`src/rtl/escc_pkg.sv`:
```
// ----------------------------------------------------------------------------
// escc_pkg
// Shared types, range limits and reciprocal constants for the epoch seconds
// calendar converter.
// ----------------------------------------------------------------------------
package escc_pkg;

	// stages after the input register for each conversion path
	localparam int CAL_LAT = 11;
	localparam int SEC_LAT = 8;

	localparam logic signed [39:0] SEC_MIN = -40'sd62135596800;
	localparam logic signed [39:0] SEC_MAX = 40'sd253402300799;
	localparam logic [19:0] USEC_PER_SEC = 20'd1000000;

	// reciprocals: ceil(2^s / d), exact floor quotient for the stated input width
	localparam logic [9:0]  R100 = 10'(((64'd1 << 16) + 64'd99) / 64'd100);   // 9-bit input
	localparam logic [11:0] R5   = 12'(((64'd1 << 14) + 64'd4) / 64'd5);      // 11-bit input
	localparam logic [22:0] R7   = 23'(((64'd1 << 25) + 64'd6) / 64'd7);      // 22-bit input

	typedef struct packed {
		logic signed [38:0] epoch_seconds;
		logic signed [20:0] fraction_us;
	} cal_in_t;

	typedef struct packed {
		logic [13:0] year;
		logic [3:0]  month;
		logic [4:0]  day;
		logic [5:0]  hour;
		logic [5:0]  minute;
		logic [5:0]  second;
		logic [9:0]  milli;
		logic [9:0]  micro;
	} sec_in_t;

	typedef struct packed {
		logic        ok;
		logic [13:0] year;
		logic [3:0]  month;
		logic [4:0]  day;
		logic [4:0]  hour;
		logic [5:0]  minute;
		logic [5:0]  second;
		logic [9:0]  milli;
		logic [9:0]  micro;
		logic [2:0]  weekday;
	} cal_res_t;

	typedef struct packed {
		logic               ok;
		logic signed [38:0] seconds;
		logic signed [20:0] fraction;
		logic [2:0]         weekday;
	} sec_res_t;

	typedef struct packed {
		logic vld;
		logic func;
	} ctl_t;

	// days in a zero-based month, zero for codes that are no month
	function automatic logic [4:0] month_len(input logic [3:0] mon, input logic leap);
		logic [4:0] len;
		case (mon)
			4'd0, 4'd2, 4'd4, 4'd6, 4'd7, 4'd9, 4'd11: len = 5'd31;
			4'd3, 4'd5, 4'd8, 4'd10: len = 5'd30;
			4'd1: len = leap ? 5'd29 : 5'd28;
			default: len = 5'd0;
		endcase
		return len;
	endfunction

endpackage

```
`src/rtl/escc_to_sec.sv`:
```
// ----------------------------------------------------------------------------
// escc_to_sec
// Pipelined check of calendar fields and conversion to epoch seconds,
// microseconds and weekday, delayed to line up with the date path.
// ----------------------------------------------------------------------------
module escc_to_sec
	import escc_pkg::*;
(
	input  logic     clk,
	input  sec_in_t  in_s1,
	output sec_res_t res
);

	localparam int PAD = CAL_LAT - SEC_LAT;
	localparam logic [14:0] R100Y = 15'(((64'd1 << 21) + 64'd99) / 64'd100);
	localparam logic [14:0] R400  = 15'(((64'd1 << 23) + 64'd399) / 64'd400);

	// stage 2: field checks, march-based year and month
	logic [28:0] pq100;
	logic        ok_s2;
	logic [13:0] yr_s2, y_s2;
	logic [6:0]  q100_s2;
	logic [3:0]  mp_s2, mon_s2;
	logic [4:0]  day_s2;
	logic [16:0] hms_s2;
	logic [19:0] us_s2;

	assign pq100 = in_s1.year * R100Y;

	always_ff @(posedge clk) begin
		ok_s2   <= (in_s1.year >= 14'd1) && (in_s1.year <= 14'd9999)
			&& (in_s1.month <= 4'd11) && (in_s1.hour <= 6'd23)
			&& (in_s1.minute <= 6'd59) && (in_s1.second <= 6'd59)
			&& (in_s1.milli <= 10'd999) && (in_s1.micro <= 10'd999);
		yr_s2   <= in_s1.year;
		q100_s2 <= pq100[27:21];
		y_s2    <= in_s1.year - 14'(in_s1.month <= 4'd1);
		mp_s2   <= (in_s1.month >= 4'd2) ? in_s1.month - 4'd2 : in_s1.month + 4'd10;
		mon_s2  <= in_s1.month;
		day_s2  <= in_s1.day;
		hms_s2  <= 17'(in_s1.hour) * 17'd3600 + 17'(in_s1.minute) * 17'd60
			+ 17'(in_s1.second);
		us_s2   <= 20'(in_s1.milli) * 20'd1000 + 20'(in_s1.micro);
	end

	// stage 3: century remainder, era, day offset of month
	logic [13:0] r100_14;
	logic [28:0] pera;
	logic [10:0] k;
	logic [22:0] pk;
	logic        ok_s3;
	logic [1:0]  yr_s3, q100_s3;
	logic [6:0]  r100_s3;
	logic [4:0]  era_s3;
	logic [13:0] y_s3;
	logic [8:0]  doyb_s3;
	logic [3:0]  mon_s3;
	logic [4:0]  day_s3;
	logic [16:0] hms_s3;
	logic [19:0] us_s3;

	always_comb begin
		r100_14 = yr_s2 - 14'(q100_s2) * 14'd100;
		pera    = y_s2 * R400;
		k       = 11'(mp_s2) * 11'd153 + 11'd2;
		pk      = k * R5;
	end

	always_ff @(posedge clk) begin
		ok_s3   <= ok_s2;
		yr_s3   <= yr_s2[1:0];
		q100_s3 <= q100_s2[1:0];
		r100_s3 <= r100_14[6:0];
		era_s3  <= pera[27:23];
		y_s3    <= y_s2;
		doyb_s3 <= pk[22:14];
		mon_s3  <= mon_s2;
		day_s3  <= day_s2;
		hms_s3  <= hms_s2;
		us_s3   <= us_s2;
	end

	// stage 4: month length check, year of era, day of year
	logic        leap;
	logic [13:0] yoe14;
	logic        ok_s4;
	logic [8:0]  yoe_s4, doy_s4;
	logic [4:0]  era_s4;
	logic [16:0] hms_s4;
	logic [19:0] us_s4;

	always_comb begin
		leap  = ((yr_s3 == 2'd0) && (r100_s3 != 7'd0))
			|| ((r100_s3 == 7'd0) && (q100_s3 == 2'd0));
		yoe14 = y_s3 - 14'(era_s3) * 14'd400;
	end

	always_ff @(posedge clk) begin
		ok_s4  <= ok_s3 && (day_s3 < month_len(mon_s3, leap));
		yoe_s4 <= yoe14[8:0];
		doy_s4 <= doyb_s3 + 9'(day_s3);
		era_s4 <= era_s3;
		hms_s4 <= hms_s3;
		us_s4  <= us_s3;
	end

	// stage 5: centuries in era
	logic [18:0] pq;
	logic        ok_s5;
	logic [8:0]  yoe_s5, doy_s5;
	logic [1:0]  yq_s5;
	logic [4:0]  era_s5;
	logic [16:0] hms_s5;
	logic [19:0] us_s5;

	assign pq = yoe_s4 * R100;

	always_ff @(posedge clk) begin
		ok_s5  <= ok_s4;
		yoe_s5 <= yoe_s4;
		doy_s5 <= doy_s4;
		yq_s5  <= pq[17:16];
		era_s5 <= era_s4;
		hms_s5 <= hms_s4;
		us_s5  <= us_s4;
	end

	// stage 6: day of era
	logic        ok_s6;
	logic [17:0] doe_s6;
	logic [4:0]  era_s6;
	logic [16:0] hms_s6;
	logic [19:0] us_s6;

	always_ff @(posedge clk) begin
		ok_s6  <= ok_s5;
		doe_s6 <= 18'(yoe_s5) * 18'd365 + 18'(yoe_s5[8:2]) - 18'(yq_s5) + 18'(doy_s5);
		era_s6 <= era_s5;
		hms_s6 <= hms_s5;
		us_s6  <= us_s5;
	end

	// stage 7: day count since year 1
	logic        ok_s7;
	logic [21:0] dp_s7;
	logic [16:0] hms_s7;
	logic [19:0] us_s7;

	always_ff @(posedge clk) begin
		ok_s7  <= ok_s6;
		dp_s7  <= 22'(era_s6) * 22'd146097 + 22'(doe_s6) - 22'd306;
		hms_s7 <= hms_s6;
		us_s7  <= us_s6;
	end

	// stage 8: epoch seconds, weekday quotient
	logic signed [22:0] days;
	logic signed [39:0] psec;
	logic [21:0]        d1;
	logic [44:0]        pw;
	logic               ok_s8;
	logic signed [39:0] sec_s8;
	logic [21:0]        d1_s8;
	logic [18:0]        wq_s8;
	logic [19:0]        us_s8;

	always_comb begin
		days = $signed({1'b0, dp_s7}) - 23'sd719162;
		psec = 40'(days) * 40'sd86400;
		d1   = dp_s7 + 22'd1;
		pw   = d1 * R7;
	end

	always_ff @(posedge clk) begin
		ok_s8  <= ok_s7;
		sec_s8 <= psec + $signed({23'd0, hms_s7});
		d1_s8  <= d1;
		wq_s8  <= pw[43:25];
		us_s8  <= us_s7;
	end

	// stage 9: fraction takes the sign of the seconds, weekday
	logic     carry;
	logic [21:0] wd22;
	sec_res_t res_s9;
	sec_res_t dly_q [PAD];

	always_comb begin
		carry = sec_s8[39] && (us_s8 != 20'd0);
		wd22  = d1_s8 - 22'(wq_s8) * 22'd7;
	end

	always_ff @(posedge clk) begin
		res_s9.ok       <= ok_s8;
		res_s9.seconds  <= carry ? sec_s8[38:0] + 39'sd1 : sec_s8[38:0];
		res_s9.fraction <= carry ? $signed({1'b0, us_s8}) - $signed({1'b0, USEC_PER_SEC})
			: $signed({1'b0, us_s8});
		res_s9.weekday  <= wd22[2:0];
	end

	// delay line to match the date path
	always_ff @(posedge clk) begin
		dly_q[0] <= res_s9;
		for (int i = 1; i < PAD; i++) begin
			dly_q[i] <= dly_q[i-1];
		end
	end

	assign res = dly_q[PAD-1];

endmodule
```
`config.mk`:
```
export PLATFORM = sky130hd
export DESIGN_NAME = escc_to_sec
export DESIGN_NICKNAME = d
export VERILOG_FILES = /design/src/rtl/escc_pkg.sv /design/src/rtl/escc_to_sec.sv
export SDC_FILE = /design/constraint.sdc
export NUM_CORES = 2
export LEC_CHECK = 0
export BUFFER_PORTS_ARGS = -buffer_cell sky130_fd_sc_hd__buf_2
export CAP_MARGIN = 30
export CORE_UTILIZATION = 53
export DETAILED_ROUTE_END_ITERATION = 8
export MAX_ROUTING_LAYER = met4
export PLACE_DENSITY = 0.72
export REMOVE_ABC_BUFFERS = 1
export SLEW_MARGIN = 20
export SYNTH_ARGS = -nofsm -noshare
export SYNTH_HDL_FRONTEND = slang
export SYNTH_SLANG_ARGS = --single-unit
```
`constraint.sdc`:
```
create_clock -name clk -period 6.5 [get_ports clk]
set_input_delay 0.325 -clock clk [delete_from_list [all_inputs] [get_ports clk]]
set_output_delay 0.325 -clock clk [all_outputs]
set_load 0.01 [all_outputs]
```
==> results.sh <==
export IMPL_drc=0
export IMPL_cp_arrival_ns=6.90
export IMPL_antenna_found_initial=2
export IMPL_maxCapViolCount=0
export IMPL_drt_wirelength_per_cell_um=14.7
export IMPL_worstPathRequired_ns=6.99
export IMPL_final_nets=5720
export IMPL_cts_made_buffers=69
export IMPL_final_common_cell="inv_1"
export IMPL_grt_pass1_wl_mm=136
export IMPL_synthCells=4135
export IMPL_avgSynthCellArea_um2=10.8
export IMPL_drt_iter0_markers=995
export IMPL_io_buffer_count=125
export IMPL_finalSetupViolCount=0
export IMPL_synthArstFlopShare_pct=0
export IMPL_core_area_um2=83700
export IMPL_startpoint="dp_s7[1]"
export IMPL_io_pins=126
export IMPL_grt_max_degree=17
export IMPL_cts_sinks=723
export IMPL_synth_ff_type="dfxtp_1"
export IMPL_chipHeight_um=293
export IMPL_synth_edf_count=0
export IMPL_crit_path_end_kind="register"
export IMPL_clkLatencyLatePin_ns=0.62
export IMPL_clockRootBuffer="clkbuf_16"
export IMPL_slew_headroom_pct=44.5
export IMPL_area_delta_synth_final_pct=14.5
export IMPL_track_usage_pct=20.0
export IMPL_finalHoldViolations=0
export IMPL_worstReg2RegStart="dp_s7[1]"
export IMPL_ctsHtreeMaxLevel=3
export IMPL_synth_area_um2=44800
export IMPL_dieArea_um2=85800
export IMPL_yosysWarningCount=0
export IMPL_status="finished clean"
export IMPL_synth_seq_cells=723
export IMPL_layout_min_cycle_time_ns=6.41
export IMPL_layout_common_cells="895 x inv_1, 745 x ha_1, 722 x dfxtp_1"
export IMPL_slew_viol_final=0
export IMPL_clk_pin_slew_ns=0.06
export IMPL_dpl_hpwl_mm=66.4
export IMPL_synthAdderAreaFrac_pct=41.2
export IMPL_whs_ns=0.0706
export IMPL_via_count=27300
export IMPL_hp_start="in_s1[10]"
export IMPL_clock_path_buffers=3
export IMPL_synth_compound_area_share_pct=5.77
export IMPL_synth_top_family_by_area="adder cells"
export IMPL_die_width_um=293
export IMPL_dr_pass1_iters=5
export IMPL_multi_input_area_um2=27500
export IMPL_nFillCells=6600
export IMPL_ys_seq_area_share_pct=32.3
export IMPL_r2r_slack_ns=0.09
export IMPL_start_util_pct=53.6
export IMPL_rows=106
export IMPL_drive_above_1_share_pct=13.3
export IMPL_cts_tree="done"
export IMPL_tightest_slew_ns=0.811
export IMPL_start_kind="register"
export IMPL_path_class="reg2reg"
export IMPL_fmax_mhz=156
export IMPL_grt_pass1_vias=28400
export IMPL_clock_skew_ns=0.0254
export IMPL_wirelength_mm=82.8
export IMPL_ys_types=77
export IMPL_path_max_fanout=5
export IMPL_viasPerCell=4.85
export IMPL_synthMuxAreaShare_pct=0.120
export IMPL_worst_hold_path_type="in2reg"
export IMPL_fin_crit_sh_pct=98.6
export IMPL_gp_congestion=0.961
export IMPL_ff_latch_area_um2=14500
export IMPL_yosys_area_share_simple_pct=5.60
export IMPL_synth_xor_area_share_pct=6.20
export IMPL_drtAntennaViolNets=0
export IMPL_dp_worst_setup_slack_ns=-0.303
export IMPL_setup_ws_ns=0.0886
export IMPL_grt_ovfl_total=0
export IMPL_utilization_pct=61.3
## area by class of cell
class,instances,share of cell area [%]
clock inverter,32,0.809
antenna,3,0.0146
inverter,902,6.60
multi-input combinational,2424,53.6
timing repair buffer,321,4.23
tap,1134,2.76
sequential,723,28.2
clock buffer,92,3.75
## worst max-delay path, cell delays in order, from the launching register on
cell and delay (ns):
dfxtp_2 0.34, inv_2 0.05, buf_6 0.12, ha_4 0.16, nor2_4 0.12, o31ai_2 0.07, buf_4 0.21, buf_6 0.13
a21oi_4 0.15, xor2_2 0.26, buf_4 0.18, ha_4 0.20, ha_4 0.26, fa_1 0.43, fa_1 0.52, inv_1 0.07
fa_1 0.38, inv_1 0.11, ha_4 0.22, a21o_1 0.21, and2_1 0.17, or3b_4 0.38, a221o_1 0.37, or4_4 0.55
nor4_4 0.17, and4_1 0.23, xnor3_1 0.22
## routing by layer
metal	up-vias	track usage [%]	routed length [um]	share of wire, %
met5	-	-	0	0
met4	0	5.27	2610	3.1
met3	171	2.60	2590	3.1
met2	401	35.5	42000	51
met1	13100	23.8	35600	43
li1	13700	-	-	-
## kinds of logic after synthesis
kind of cell,after synthesis
AOI/OAI and AO/OA,393
muxes,5
xor gates and xnor gates,314
adders and majority gates,1217
and+or+nand+nor,495
buffers and inverters,988
DFF,723
## worst paths after layout
check,endpoint,cells after the start
setup / recovery,sec_s8[39],26
hold / removal,us_s2[3],2
setup reg to reg,sec_s8[39],26
hold reg to reg,hms_s5[16],0
## timing repair
item,4_1_cts,5_1_grt
hold buffers,24,0
setup endpoints to repair,12,21
pin swaps,39,75
hold endpoints to repair,24,0
gates resized for setup,61,126
setup buffers,13,32
## per-stage QoR
stage	TNS [ns]	instances	area, um^2
CTS	0	5596	50300
finish	0	5631	51300
floorplan	-0.171	4049	44300
global placement	-0.304	5434	47200
detailed placement	-0.793	5435	47300
global route	-0.470	5630	51300
## registers in the layout, summed over array words and instances (netlist names), 18 cells and up
signal	cells
doe_s6	18
res_s9	64
us_s8	20
us_s6	20
us_s3	20
sec_s8	40
dly_q	192
dp_s7	22
us_s2	20
us_s4	20
us_s7	20
us_s5	20
## synthesized netlist by cell type (4+ instances only)
library cell  number  share of area [%]
inv_1            902                7.6
ha_1             785                 22
dfxtp_1          723                 32
fa_1             432                 19
xnor2_1          230                4.5
a21oi_1          119                1.3
nand2_1          114               0.95
nor2_1           107               0.90
xor2_1            82                1.6
o21ai_0           68               0.76
buf_4             64                1.1
nand3_1           61               0.68
a21o_1            53               0.89
nor3_1            38               0.42
and3_1            32               0.45
nand4_1           26               0.36
o21bai_1          25               0.42
or2_2             18               0.25
nand2b_1          17               0.24
clkbuf_1          16               0.13
o21a_1            15               0.25
a31oi_1           14               0.20
and2_1            14               0.20
nor2b_1           14               0.20
a211oi_1          13               0.22
o31ai_1           12               0.20
or3_1             12               0.17
a21boi_0          11               0.18
nor4_1            10               0.14
a31o_2             7               0.14
and4_1             6               0.12
a311oi_1           5              0.098
o2111ai_1          5              0.098
o311ai_0           5              0.098
a211o_1            4              0.078
nor3b_1            4              0.067
nor4b_1            4              0.078
Power is left out: the tool's default activity adds up to more than one toggle a clock period on the data nets, which glitch-free logic cannot reach.
